<file path="src/hdl/zpcd_pkg.sv">
// zpcd_pkg: shared types, constants and codes of the z-score phase change detector
// no dependencies; every other file of the block but zpcd_ram refers to it by scoped names
`default_nettype none
package zpcd_pkg;

	// defaults for top level parameters
	localparam int MAX_WINDOW_DEF  = 64;
	localparam int SAMPLE_BITS_DEF = 24;

	// fixed widths
	localparam int NCH       = 3;
	localparam int CH_W      = 2;
	localparam int IN_W      = 24;
	localparam int FRAC_W    = 16;
	localparam int XW        = IN_W + FRAC_W;  // Q24.16 sample and mean
	localparam int SUM_W     = 64;
	localparam int ACC_W     = 2 * XW;
	localparam int PROD_SH   = 24;
	localparam int DVD_W     = SUM_W + 8;      // dividend of the shared divider
	localparam int DVS_W     = 32;             // divisor of the shared divider
	localparam int ROOT_W    = 32;
	localparam int ZW        = 16;
	localparam int ZABS_W    = ZW + 1;
	localparam int CNT_W     = 16;
	localparam int THR_W     = 15;
	localparam int WL_W      = 7;
	localparam int CFG_IDX_W = 2;
	localparam int CFG_DAT_W = 15;

	localparam logic [THR_W-1:0] THR_RESET = 15'd768;
	localparam logic [WL_W-1:0]  WL_RESET  = 7'd8;
	localparam logic [DVS_W-1:0] STD_ONE   = 32'd256;
	localparam logic [ZW-1:0]    Z_POS_MAX = 16'h7FFF;
	localparam logic [ZW-1:0]    Z_NEG_MAX = 16'h8000;

	// register indexes
	localparam logic [CFG_IDX_W-1:0] CFG_Z_THRESHOLD   = 2'd0;
	localparam logic [CFG_IDX_W-1:0] CFG_WINDOW_LENGTH = 2'd1;

	// trend codes
	localparam logic [1:0] TREND_INSUF  = 2'd0;
	localparam logic [1:0] TREND_INC    = 2'd1;
	localparam logic [1:0] TREND_DEC    = 2'd2;
	localparam logic [1:0] TREND_STABLE = 2'd3;

	typedef struct packed {
		logic [IN_W-1:0] cycles_sample;
		logic [IN_W-1:0] instructions_sample;
		logic [IN_W-1:0] l2_miss_sample;
		logic [31:0]     sample_time;
		logic [15:0]     clock_frequency;
	} in_item_t;

	typedef struct packed {
		logic                 transition_seen;
		logic signed [ZW-1:0] z_cycles;
		logic signed [ZW-1:0] z_instructions;
		logic signed [ZW-1:0] z_l2_miss;
		logic [1:0]           trend_cycles;
		logic [1:0]           trend_instructions;
		logic [1:0]           trend_l2_miss;
		logic [31:0]          time_out;
		logic [15:0]          frequency_out;
	} out_item_t;

	typedef enum logic [4:0] {
		ST_IDLE, ST_DELTA, ST_DIV_MEAN, ST_WAIT_MEAN, ST_MEAN, ST_D2,
		ST_MUL_LO, ST_MUL_HI, ST_SUM, ST_DIV_VAR, ST_WAIT_VAR, ST_SQRT,
		ST_WAIT_SQRT, ST_DIV_Z, ST_WAIT_Z, ST_ZSTORE, ST_TR_WR, ST_TR_RD,
		ST_TR_CMP, ST_NEXT, ST_FIN
	} state_t;

	typedef enum logic [4:0] {
		OP_NONE, OP_LOAD, OP_DELTA, OP_DIV_MEAN, OP_MEAN, OP_D2, OP_MUL_LO,
		OP_MUL_HI, OP_SUM, OP_DIV_VAR, OP_SQRT, OP_DIV_Z, OP_ZSTORE,
		OP_TR_WR, OP_TR_RD, OP_TR_CMP, OP_FIN
	} dp_op_t;

	typedef struct packed {
		dp_op_t          op;
		logic [CH_W-1:0] ch;
	} dp_cmd_t;

	typedef struct packed {
		logic div_busy;
		logic sqrt_busy;
		logic few_samples;
		logic short_win;
		logic tr_last;
		logic out_free;
	} dp_status_t;

endpackage
`default_nettype wire

</file>
<file path="src/hdl/zpcd_ctrl.sv">
// zpcd_ctrl: sequencer that walks the three channels through update, z-score and trend
// depends on zpcd_pkg for states, datapath commands and status
`default_nettype none
module zpcd_ctrl (
	input  wire logic                 clk,
	input  wire logic                 arst_n,
	input  wire logic                 in_valid,
	output logic                      in_stall,
	input  wire zpcd_pkg::dp_status_t sts,
	output zpcd_pkg::dp_cmd_t         cmd
);

	localparam int CHW = zpcd_pkg::CH_W;

	zpcd_pkg::state_t state_q, state_n;
	logic [CHW-1:0]   ch_q;
	logic             last_ch;

	assign last_ch = ch_q == CHW'(zpcd_pkg::NCH - 1);

	// state and channel registers
	always_ff @(posedge clk or negedge arst_n) begin
		if (!arst_n) begin
			state_q <= zpcd_pkg::ST_IDLE;
			ch_q    <= '0;
		end else begin
			state_q <= state_n;
			if (state_q == zpcd_pkg::ST_IDLE) begin
				ch_q <= '0;
			end else if (state_q == zpcd_pkg::ST_NEXT && !last_ch) begin
				ch_q <= ch_q + 1'b1;
			end
		end
	end

	// next state
	always_comb begin
		state_n = state_q;
		unique case (state_q)
			zpcd_pkg::ST_IDLE:      if (in_valid) state_n = zpcd_pkg::ST_DELTA;
			zpcd_pkg::ST_DELTA:     state_n = zpcd_pkg::ST_DIV_MEAN;
			zpcd_pkg::ST_DIV_MEAN:  state_n = zpcd_pkg::ST_WAIT_MEAN;
			zpcd_pkg::ST_WAIT_MEAN: if (!sts.div_busy) state_n = zpcd_pkg::ST_MEAN;
			zpcd_pkg::ST_MEAN:      state_n = zpcd_pkg::ST_D2;
			zpcd_pkg::ST_D2:        state_n = zpcd_pkg::ST_MUL_LO;
			zpcd_pkg::ST_MUL_LO:    state_n = zpcd_pkg::ST_MUL_HI;
			zpcd_pkg::ST_MUL_HI:    state_n = zpcd_pkg::ST_SUM;
			zpcd_pkg::ST_SUM: begin
				state_n = sts.few_samples ? zpcd_pkg::ST_TR_WR : zpcd_pkg::ST_DIV_VAR;
			end
			zpcd_pkg::ST_DIV_VAR:   state_n = zpcd_pkg::ST_WAIT_VAR;
			zpcd_pkg::ST_WAIT_VAR:  if (!sts.div_busy) state_n = zpcd_pkg::ST_SQRT;
			zpcd_pkg::ST_SQRT:      state_n = zpcd_pkg::ST_WAIT_SQRT;
			zpcd_pkg::ST_WAIT_SQRT: if (!sts.sqrt_busy) state_n = zpcd_pkg::ST_DIV_Z;
			zpcd_pkg::ST_DIV_Z:     state_n = zpcd_pkg::ST_WAIT_Z;
			zpcd_pkg::ST_WAIT_Z:    if (!sts.div_busy) state_n = zpcd_pkg::ST_ZSTORE;
			zpcd_pkg::ST_ZSTORE:    state_n = zpcd_pkg::ST_TR_WR;
			zpcd_pkg::ST_TR_WR: begin
				state_n = sts.short_win ? zpcd_pkg::ST_NEXT : zpcd_pkg::ST_TR_RD;
			end
			zpcd_pkg::ST_TR_RD:     state_n = zpcd_pkg::ST_TR_CMP;
			zpcd_pkg::ST_TR_CMP: begin
				state_n = sts.tr_last ? zpcd_pkg::ST_NEXT : zpcd_pkg::ST_TR_RD;
			end
			zpcd_pkg::ST_NEXT: begin
				state_n = last_ch ? zpcd_pkg::ST_FIN : zpcd_pkg::ST_DELTA;
			end
			zpcd_pkg::ST_FIN:       if (sts.out_free) state_n = zpcd_pkg::ST_IDLE;
			default:                state_n = zpcd_pkg::ST_IDLE;
		endcase
	end

	// command outputs
	always_comb begin
		cmd.ch   = ch_q;
		cmd.op   = zpcd_pkg::OP_NONE;
		in_stall = state_q != zpcd_pkg::ST_IDLE;
		unique case (state_q)
			zpcd_pkg::ST_IDLE:     if (in_valid) cmd.op = zpcd_pkg::OP_LOAD;
			zpcd_pkg::ST_DELTA:    cmd.op = zpcd_pkg::OP_DELTA;
			zpcd_pkg::ST_DIV_MEAN: cmd.op = zpcd_pkg::OP_DIV_MEAN;
			zpcd_pkg::ST_MEAN:     cmd.op = zpcd_pkg::OP_MEAN;
			zpcd_pkg::ST_D2:       cmd.op = zpcd_pkg::OP_D2;
			zpcd_pkg::ST_MUL_LO:   cmd.op = zpcd_pkg::OP_MUL_LO;
			zpcd_pkg::ST_MUL_HI:   cmd.op = zpcd_pkg::OP_MUL_HI;
			zpcd_pkg::ST_SUM:      cmd.op = zpcd_pkg::OP_SUM;
			zpcd_pkg::ST_DIV_VAR:  cmd.op = zpcd_pkg::OP_DIV_VAR;
			zpcd_pkg::ST_SQRT:     cmd.op = zpcd_pkg::OP_SQRT;
			zpcd_pkg::ST_DIV_Z:    cmd.op = zpcd_pkg::OP_DIV_Z;
			zpcd_pkg::ST_ZSTORE:   cmd.op = zpcd_pkg::OP_ZSTORE;
			zpcd_pkg::ST_TR_WR:    cmd.op = zpcd_pkg::OP_TR_WR;
			zpcd_pkg::ST_TR_RD:    cmd.op = zpcd_pkg::OP_TR_RD;
			zpcd_pkg::ST_TR_CMP:   cmd.op = zpcd_pkg::OP_TR_CMP;
			zpcd_pkg::ST_FIN:      if (sts.out_free) cmd.op = zpcd_pkg::OP_FIN;
			zpcd_pkg::ST_WAIT_MEAN, zpcd_pkg::ST_WAIT_VAR, zpcd_pkg::ST_WAIT_SQRT,
			zpcd_pkg::ST_WAIT_Z, zpcd_pkg::ST_NEXT: cmd.op = zpcd_pkg::OP_NONE;
			default:               cmd.op = zpcd_pkg::OP_NONE;
		endcase
	end

endmodule
`default_nettype wire

</file>
<file path="config.mk">
export PLATFORM = sky130hd
export DESIGN_NAME = zpcd_ctrl
export DESIGN_NICKNAME = d
export VERILOG_FILES = /design/src/hdl/zpcd_pkg.sv /design/src/hdl/zpcd_ctrl.sv
export SDC_FILE = /design/constraint.sdc
export NUM_CORES = 1
export LEC_CHECK = 0
export ABC_AREA = 1
export BUFFER_PORTS_ARGS = -buffer_cell sky130_fd_sc_hd__buf_2
export CAP_MARGIN = 20
export CORE_AREA = 3 3 51 53
export DETAILED_ROUTE_END_ITERATION = 8
export DIE_AREA = 0 0 54 56
export GPL_ROUTABILITY_DRIVEN = 0
export GPL_TIMING_DRIVEN = 1
export PLACE_DENSITY = 0.47
export SLEW_MARGIN = 20
export SYNTH_ARGS = -nofsm -noshare
export SYNTH_HDL_FRONTEND = slang
export SYNTH_SLANG_ARGS = --single-unit
</file>
<file path="constraint.sdc">
create_clock -name clk -period 2.2 [get_ports clk]
set_clock_uncertainty 0.1 [all_clocks]
set_input_delay 0.11 -clock clk [delete_from_list [all_inputs] [get_ports clk]]
set_output_delay 0.11 -clock clk [all_outputs]
set_load 0.05 [all_outputs]
</file>
==> results.json, run 1 <==
{
  "run_status": "finished, final reports clean",
  "clock_sinks": 7,
  "die_w_um": 54,
  "rows": 17,
  "setup_violations": 0,
  "core_um2": 2190,
  "synth.net_count": 123,
  "fin_crit_ps": 2080,
  "cts-buffers-inserted": 3,
  "worst-path-max-fanout": 10,
  "synthFlopType": "dfrtp_1",
  "synth_edf_count": 0,
  "io_buffer_count": 16,
  "finalSetupTns_ps": 0,
  "clockRootBuffer": "clkbuf_4",
  "final_cells": 161,
  "setup_slack_ps": 124,
  "post_cts.repair.setup_buffers": 0,
  "grt_overflow": 0,
  "fill_cells": 253,
  "grt_pass1_wl_um": 3360,
  "area_growth_pct": 22.1,
  "place_ws_ps": 413,
  "num_antenna_cells": 0,
  "routed_wl_um": 1930,
  "pin_count": 17,
  "final_layout_size_suffix_gt1_frac": 0.203,
  "cp-start-kind": "flip-flop",
  "power_leakage_nw": 0.466,
  "power.density_nw_per_um2": 1600,
  "dr.pass1.iters": 4,
  "hold_class": "input port to flip-flop",
  "ant_nets": 0,
  "start_util": 0.310,
  "synth.largest_area_cell": "dfrtp_1",
  "wl_per_cell_um": 12.0,
  "vias": 789,
  "power_mw": 1.32,
  "tritoncts": "yes",
  "layout_commonest_cell": "nand2_1",
  "critPathArrivalTime_ps": 1870,
  "die_h_um": 56,
  "switching_share": 0.628,
  "endpoint_kind": "primary output",
  "grt_max_degree": 11,
  "ys_seq_area_frac": 0.258,
  "syn_avg_cell_area_um2": 6.00,
  "synthTopCellsByArea": "dfrtp_1 (26%), nand2_1 (21%), inv_1 (11%)",
  "worstMarginPinSlew_ps": 423,
  "via_per_inst": 4.90,
  "async_flop_share": 1.00,
  "holdBufCountCts": 1,
  "drc_errors": 0,
  "critPathKind": "flip-flop to primary output",
  "relSlewSlack": 0.718,
  "grt_pass1_vias": 786,
  "cap_violations": 0,
  "ir_drop_mv": 0.866,
  "p_seq_frac": 0.197,
  "slew_viol_final": 0,
  "dp_cells": 156,
  "synthCells": 113,
  "num-nets-final": 144,
  "combPwrFrac": 0.719,
  "fin_area_um2": 828,
  "fmax_mhz": 482,
  "clk_path_buf_depth": 2,
  "clk_latency_ps": 240,
  "finalCritPeriodShare": 0.944,
  "p_int_mw": 0.493,
  "switchingPower_mw": 0.831,
  "dpl-instance-area_um2": 792,
  "final_cell_mix": "nand2_1 (38), inv_1 (19), buf_2 (16)",
  "yosys_warnings": 0,
  "mappedNetlistArea_um2": 678,
  "hpwl_um": 1620,
  "clk_pin_slew_ps": 50,
  "ys_ff_latch": 7,
  "grtUsageTotal": 0.146,
  "finalHoldViolations": 0,
  "clkPwrFrac": 0.084,
  "dieArea_um2": 3020,
  "rsz0062_at_grt": "no",
  "grt_antenna_before_repair": 0,
  "synth.distinct_cells": 19,
  "yosysTopAreaCellShare": 0.258,
  "cts_resized": 0,
  "h-tree-depth": 1,
  "drt-initial-drc-count": 19,
  "required_ps": 1990
}
## critical path: stages (launching register included)
cell and delay (ps):
dfrtp_1 450, nor2_2 390, nand2_1 170, o22ai_1 180, inv_1 90, nand3_1 80, buf_2 260
## power groups by stage
stage	clock network [mW]	logic, mW	registers [mW]
3_5_place_dp	0	0.951	0.262
4_1_cts	0.117	0.958	0.259
3_3_place_gp	0	0.971	0.260
5_1_grt	0.121	1.06	0.272
2_1_floorplan	0	0.755	0.244
6_report	0.111	0.951	0.261
## worst paths after layout
path | start | end | slack, ps | cells after the start
worst max register to register | state_q[4]$_DFFE_PN0P_ | ch_q[1]$_DFFE_PN0P_ | 540 | 7
worst max-delay path | state_q[3]$_DFFE_PN0P_ | cmd[5] | 120 | 6
worst min register to register | ch_q[1]$_DFFE_PN0P_ | ch_q[1]$_DFFE_PN0P_ | 420 | 2
min in group asynchronous | arst_n | state_q[0]$_DFFE_PN0P_ | 120 | 2
max in group asynchronous | arst_n | state_q[4]$_DFFE_PN0P_ | 1720 | 2
worst min-delay path | sts[3] | state_q[4]$_DFFE_PN0P_ | 20 | 3
## Yosys cell counts (2+ instances only)
cell type,count
dfrtp_1,7
nand4_1,5
o21ai_0,8
nand3_1,8
nor2_2,3
nand2_2,2
nor2_1,11
inv_1,19
o2111ai_1,3
nand2_1,38
## through the flow
| step | util | hold slack, ps |
|---|---|---|
| floorplan | - | -286 |
| global placement | 0.362 | -146 |
| detailed placement | 0.362 | -145 |
| CTS | 0.378 | 14.8 |
| global route | 0.378 | 30.9 |
| finish | 0.378 | 15.2 |
## kinds of logic (layout without fill, tap and decap cells)
logic type,count (synthesis),in the layout,synth area share
simple gates,69,69,0.450
compound gates,16,16,0.157
fa+ha+maj,1,1,0.0184
flops,7,7,0.258
buf+inv,20,40,0.116
## registers in the layout, indices dropped and copies added, names as in the netlist
register and flops:
state_q 5, ch_q 2
## cell type report
class / instances / area, µm² / area share
Tap cell: 28 / 35.0 / 0.0423
Sequential cell: 7 / 175 / 0.211
Multi-Input combinational cell: 86 / 430 / 0.520
Inverter: 19 / 71.3 / 0.0861
Timing Repair Buffer: 17 / 90.1 / 0.109
Clock buffer: 4 / 26.3 / 0.0317
## layer usage
metal | wire length (µm) | part of all wire | vias up | track usage
met3 | 141 | 0.073 | 2 | 0.0214
li1 | - | - | 407 | -
met4 | 22 | 0.011 | 0 | 0.0605
met5 | 0 | 0 | - | 0
met1 | 819 | 0.42 | 350 | 0.183
met2 | 946 | 0.49 | 30 | 0.239
Power figures use the tool's default switching activity.
==> inputs of run 2 (changes only) <==
--- a/config.mk
+++ b/config.mk
@@ -8,12 +8,12 @@
 export ABC_AREA = 1
 export BUFFER_PORTS_ARGS = -buffer_cell sky130_fd_sc_hd__buf_2
 export CAP_MARGIN = 20
-export CORE_AREA = 3 3 51 53
+export CORE_AREA = 3 3 65 43
 export DETAILED_ROUTE_END_ITERATION = 8
-export DIE_AREA = 0 0 54 56
+export DIE_AREA = 0 0 68 46
 export GPL_ROUTABILITY_DRIVEN = 0
 export GPL_TIMING_DRIVEN = 1
-export PLACE_DENSITY = 0.47
+export PLACE_DENSITY = 0.46
 export SLEW_MARGIN = 20
 export SYNTH_ARGS = -nofsm -noshare
 export SYNTH_HDL_FRONTEND = slang
==> run 2 against run 1 <==
Effect of this change:
- non-clock buffer count is 1 higher
- design area is 3.5% higher
- first-iteration DRC count grew to 2.6 times the previous value
- sequential cell count unchanged
- die area is 3.4% higher
- sequential share of layout area decreased by 0.71 points
- global-route usage down 0.99 points
- critical endpoint unchanged
- largest power group unchanged
==> results.json, run 2 (synthesis results as in run 1) <==
{
  "cpPeakStageDelay_ps": 440,
  "grt_antenna_before_repair": 0,
  "grtUsageTotal": 0.136,
  "min_path_cells": 3,
  "dr_wl_met2_um": 776,
  "worst-path-max-fanout": 10,
  "clk_path_buf_depth": 2,
  "relSlewSlack": 0.708,
  "hold_start": "sts[3]",
  "ir_drop_mv": 0.468,
  "num-nets-final": 145,
  "rsz0062_at_grt": "no",
  "critPathArrivalTime_ps": 1870,
  "final_layout_size_suffix_gt1_frac": 0.209,
  "tritoncts": "yes",
  "clk_pin_slew_ps": 40,
  "ant_nets": 0,
  "fill_cells": 242,
  "grt_max_degree": 11,
  "power.density_nw_per_um2": 1630,
  "dr.pass1.iters": 4,
  "top_layer_used": "met3",
  "clockRootBuffer": "clkbuf_8",
  "met3_wirelength_um": 169,
  "r2r_cells": 8,
  "wl_met1_um": 1020,
  "h-tree-depth": 1,
  "reg2reg_from": "state_q[4]$_DFFE_PN0P_",
  "slew_viol_final": 0,
  "finalCritPeriodShare": 0.944,
  "fin_crit_ps": 2080,
  "area_growth_pct": 26.4,
  "die_h_um": 46,
  "io_buffer_count": 16,
  "top_regs": "state_q x5, ch_q x2",
  "routed_wl_um": 1970,
  "fmax_mhz": 482,
  "grt_overflow": 0,
  "slowest_stage": "dfrtp_1",
  "endpoint_kind": "primary output",
  "clk_latency_ps": 220,
  "pin_count": 17,
  "rows": 13,
  "dieArea_um2": 3130,
  "die_w_um": 68,
  "crit_path_start": "state_q[3]$_DFFE_PN0P_",
  "clock_sinks": 7,
  "largest_reg_flops": 5,
  "worstMarginPinSlew_ps": 438,
  "cts-buffers-inserted": 3,
  "setup_slack_ps": 124,
  "start_util": 0.311,
  "finalSetupTns_ps": 0,
  "finalHoldViolations": 0,
  "setup_violations": 0,
  "place_ws_ps": 395,
  "top_register": "state_q",
  "grt_pass1_vias": 660,
  "core_um2": 2180,
  "hold_class": "input port to flip-flop",
  "wl_per_cell_um": 12.0,
  "drt-initial-drc-count": 50,
  "num_antenna_cells": 0,
  "critPathKind": "flip-flop to primary output",
  "cap_violations": 0,
  "run_status": "finished, final reports clean",
  "final_cell_mix": "nand2_1 (38), inv_1 (19), buf_2 (16)",
  "via_per_inst": 4.90,
  "cp-start-kind": "flip-flop",
  "post_cts.repair.setup_buffers": 0,
  "vias": 804,
  "layout_commonest_cell": "nand2_1",
  "grt_pass1_wl_um": 3020,
  "crit_chain": "nor2_2 -> nand2_1 -> o22ai_1 -> inv_1 -> nand3_1 -> buf_2",
  "hpwl_um": 1570,
  "required_ps": 1990,
  "post-route-util": 0.393,
  "power_leakage_nw": 0.478,
  "drc_errors": 0
}
run 2: changes by cell type in the layout (fill, tap and decap cells not counted), sizes merged:
cell  before  now
buf       16   17
run 2: repair_timing:
item	in CTS	in global routing
hold endpoints to repair	7	0
resized for setup	0	0
hold buffers	1	0
run 2: critical path, delay by kind of cell (launching register included):
| family | cells | cell delay, ps |
|---|---|---|
| flops | 1 | 440 |
| compound gates | 1 | 200 |
| simple gates | 3 | 650 |
| buf+inv | 2 | 350 |
run 2: power breakdown:
part           internal [mW]  switching, mW  total (mW)
registers              0.175         0.0898       0.265
logic                  0.256          0.704       0.960
clock network          0.125         0.0508       0.176
total                  0.556          0.844        1.40
run 2: area by class of cell:
| class | count | area (µm²) | area share |
|---|---|---|---|
| Clock buffer | 4 | 45.0 | 0.0526 |
| Inverter | 19 | 71.3 | 0.0832 |
| Multi-Input combinational cell | 86 | 430 | 0.502 |
| Sequential cell | 7 | 175 | 0.204 |
| Tap cell | 30 | 37.5 | 0.0438 |
| Timing Repair Buffer | 18 | 97.6 | 0.114 |
run 2: worst paths after layout:
check	slack (ps)	endpoint
setup / recovery	120	cmd[5]
hold / removal	30	state_q[4]$_DFFE_PN0P_
setup reg to reg	530	ch_q[1]$_DFFE_PN0P_
hold reg to reg	420	ch_q[0]$_DFFE_PN0P_
max in group asynchronous	1700	ch_q[0]$_DFFE_PN0P_
min in group asynchronous	150	ch_q[1]$_DFFE_PN0P_
run 2: per-stage QoR:
stage	std cells	instance area, µm²	hold slack, ps	total power, mW
global placement	159	802	-145	1.24
finish	164	857	31.3	1.40
CTS	164	857	32.7	1.40
global route	164	857	38.4	1.52
floorplan	113	684	-286	0.999
detailed placement	159	802	-151	1.22
run 2: routing by layer:
metal / vias to the layer above / track usage
met1: 359 / 0.209
met3: 0 / 0.0519
met5: - / 0
li1: 409 / -
met2: 36 / 0.167
met4: 0 / 0.0395
==> inputs of run 3 (changes only) <==
--- a/config.mk
+++ b/config.mk
@@ -13,6 +13,7 @@
 export DIE_AREA = 0 0 68 46
 export GPL_ROUTABILITY_DRIVEN = 0
 export GPL_TIMING_DRIVEN = 1
+export MAX_ROUTING_LAYER = met4
 export PLACE_DENSITY = 0.46
 export SLEW_MARGIN = 20
 export SYNTH_ARGS = -nofsm -noshare
==> constraint.sdc (replaced) <==
create_clock -name clk -period 2.54 [get_ports clk]
set_clock_uncertainty 0.1 [all_clocks]
set_input_delay 0.127 -clock clk [delete_from_list [all_inputs] [get_ports clk]]
set_output_delay 0.127 -clock clk [all_outputs]
set_load 0.05 [all_outputs]
==> run 3 against run 2 <==
Effect of this change:
- setup slack better by 310 ps
- clock power down 13%
- first-iteration DRC count up 54%
- count of clock-buffer cells in the layout unchanged
- sequential power down 18%
- final cell count unchanged
- critical path depth unchanged
- utilization down 0.29 points
- largest cell class unchanged
- wire length up 6.7%
- design area down 0.73%
- worst hold slack better by 19 ps
- register-to-register slack better by 350 ps
==> results.json, run 3 (synthesis results as in run 1) <==
{
  "path_delay_family": "simple AND/OR/NAND/NOR gates",
  "worstMarginPinSlew_ps": 468,
  "p_int_mw": 0.476,
  "dr.pass1.iters": 5,
  "p_seq_frac": 0.179,
  "tritoncts": "yes",
  "dpl-instance-area_um2": 796,
  "slew_viol_final": 0,
  "cp-start-kind": "flip-flop",
  "largest_reg_flops": 5,
  "fill_cells": 241,
  "die_h_um": 46,
  "final_cell_mix": "nand2_1 (38), inv_1 (19), buf_2 (16)",
  "grt_pass1_vias": 709,
  "rsz0062_at_grt": "no",
  "start_util": 0.311,
  "h-tree-depth": 1,
  "cp_num_buf_inv": 2,
  "multiInputGateArea_um2": 424,
  "num-nets-final": 145,
  "grt_overflow": 0,
  "hold_class": "input port to flip-flop",
  "slowest_stage": "dfrtp_1",
  "critPathKind": "flip-flop to primary output",
  "grt_pass1_wl_um": 3470,
  "num_antenna_cells": 0,
  "fin_area_um2": 851,
  "grtUsageTotal": 0.159,
  "fin_crit_ps": 2110,
  "power_leakage_nw": 0.476,
  "top_register": "state_q",
  "dieArea_um2": 3130,
  "cts-buffers-inserted": 3,
  "clk_path_buf_depth": 2,
  "layout_commonest_cell": "nand2_1",
  "clock_sinks": 7,
  "vias": 812,
  "power.density_nw_per_um2": 1430,
  "pin_count": 17,
  "clk_pin_slew_ps": 40,
  "hpwl_um": 1740,
  "clockRootBuffer": "clkbuf_8",
  "drc_errors": 0,
  "io_buffer_count": 16,
  "combPwrFrac": 0.695,
  "grt_antenna_before_repair": 0,
  "run_status": "finished, final reports clean",
  "fmax_mhz": 474,
  "ir_drop_mv": 0.396,
  "core_um2": 2180,
  "worst-path-max-fanout": 10,
  "required_ps": 2310,
  "switching_share": 0.608,
  "area_growth_pct": 25.5,
  "critPathArrivalTime_ps": 1880,
  "routed_wl_um": 2100,
  "clkPwrFrac": 0.126,
  "wl_per_cell_um": 12.8,
  "finalHoldViolations": 0,
  "clk_latency_ps": 220,
  "crit_chain": "nor2_2 -> nand2_1 -> o22ai_1 -> inv_1 -> nand3_1 -> buf_2",
  "ant_nets": 0,
  "drt-initial-drc-count": 77,
  "switchingPower_mw": 0.739,
  "cap_violations": 0,
  "relSlewSlack": 0.688,
  "finalCritPeriodShare": 0.830,
  "finalSetupTns_ps": 0,
  "setup_violations": 0,
  "final_layout_size_suffix_gt1_frac": 0.201,
  "rows": 13,
  "top_regs": "state_q x5, ch_q x2",
  "regArea_um2": 175,
  "via_per_inst": 4.95,
  "endpoint_kind": "primary output",
  "cts_resized": 0,
  "die_w_um": 68,
  "cpPeakStageDelay_ps": 440,
  "grt_max_degree": 11
}
==> run 3: cell count changes in the layout (fill, tap and decap cells not counted) <==
| cell | delta |
|---|---|
| o2111ai_1 | +1 |
| o2111ai_2 | -1 |
==> run 3: final timing paths <==
path                                          end  slack, ps              startpoint  cells after the start
hold / removal             state_q[4]$_DFFE_PN0P_         50                  sts[3]                      3
setup reg to reg              ch_q[1]$_DFFE_PN0P_        880  state_q[3]$_DFFE_PN0P_                      6
hold reg to reg               ch_q[0]$_DFFE_PN0P_        420     ch_q[0]$_DFFE_PN0P_                      1
min in group asynchronous  state_q[4]$_DFFE_PN0P_        170                  arst_n                      2
setup / recovery                           cmd[5]        430  state_q[3]$_DFFE_PN0P_                      6
max in group asynchronous  state_q[0]$_DFFE_PN0P_       2010                  arst_n                      2
==> run 3: through the flow <==
step | power, mW | util | hold WS [ps] | setup WS [ps] | instances
2_1_floorplan | 0.854 | - | -269 | 228 | 113
3_3_place_gp | 1.06 | 0.365 | -129 | 625 | 159
3_5_place_dp | 1.05 | 0.365 | -130 | 702 | 159
4_1_cts | 1.21 | 0.390 | 47.6 | 447 | 164
5_1_grt | 1.32 | 0.390 | 65.7 | 241 | 164
6_report | 1.21 | 0.390 | 50.5 | 432 | 164
==> run 3: worst min-delay path, stage by stage <==
cell and delay [ps]:
buf_2 90, nand2_1 50, nand4_1 80
==> run 3: area by class of cell <==
| class | count | share of cell area |
|---|---|---|
| timing repair buffer | 18 | 0.115 |
| sequential | 7 | 0.206 |
| clock buffer | 4 | 0.0529 |
| tap | 30 | 0.0441 |
| inverter | 19 | 0.0838 |
| multi-input combinational | 86 | 0.499 |
==> run 3: power groups by stage <==
stage	combinational, mW	sequential, mW	clock (mW)
after CTS	0.838	0.217	0.157
final	0.844	0.217	0.153
after global routing	0.929	0.225	0.163
after floorplan	0.642	0.212	0
after detailed placement	0.834	0.218	0
after global placement	0.847	0.218	0
==> run 3: timing repair <==
item | CTS | global route
endpoints found under the hold margin | 7 | 0
endpoints found under the setup margin | 0 | 0
hold buffers | 1 | 0
setup buffers | 0 | 0
==> run 3: metal layers <==
| layer | wire (µm) | GRT usage | up-vias | share of wire |
|---|---|---|---|---|
| met5 | 0 | - | - | 0 |
| met4 | 14 | 0.0356 | 0 | 0.0067 |
| met3 | 160 | 0.0420 | 2 | 0.076 |
| met2 | 889 | 0.218 | 37 | 0.42 |
| met1 | 1040 | 0.230 | 364 | 0.49 |
| li1 | - | - | 409 | - |
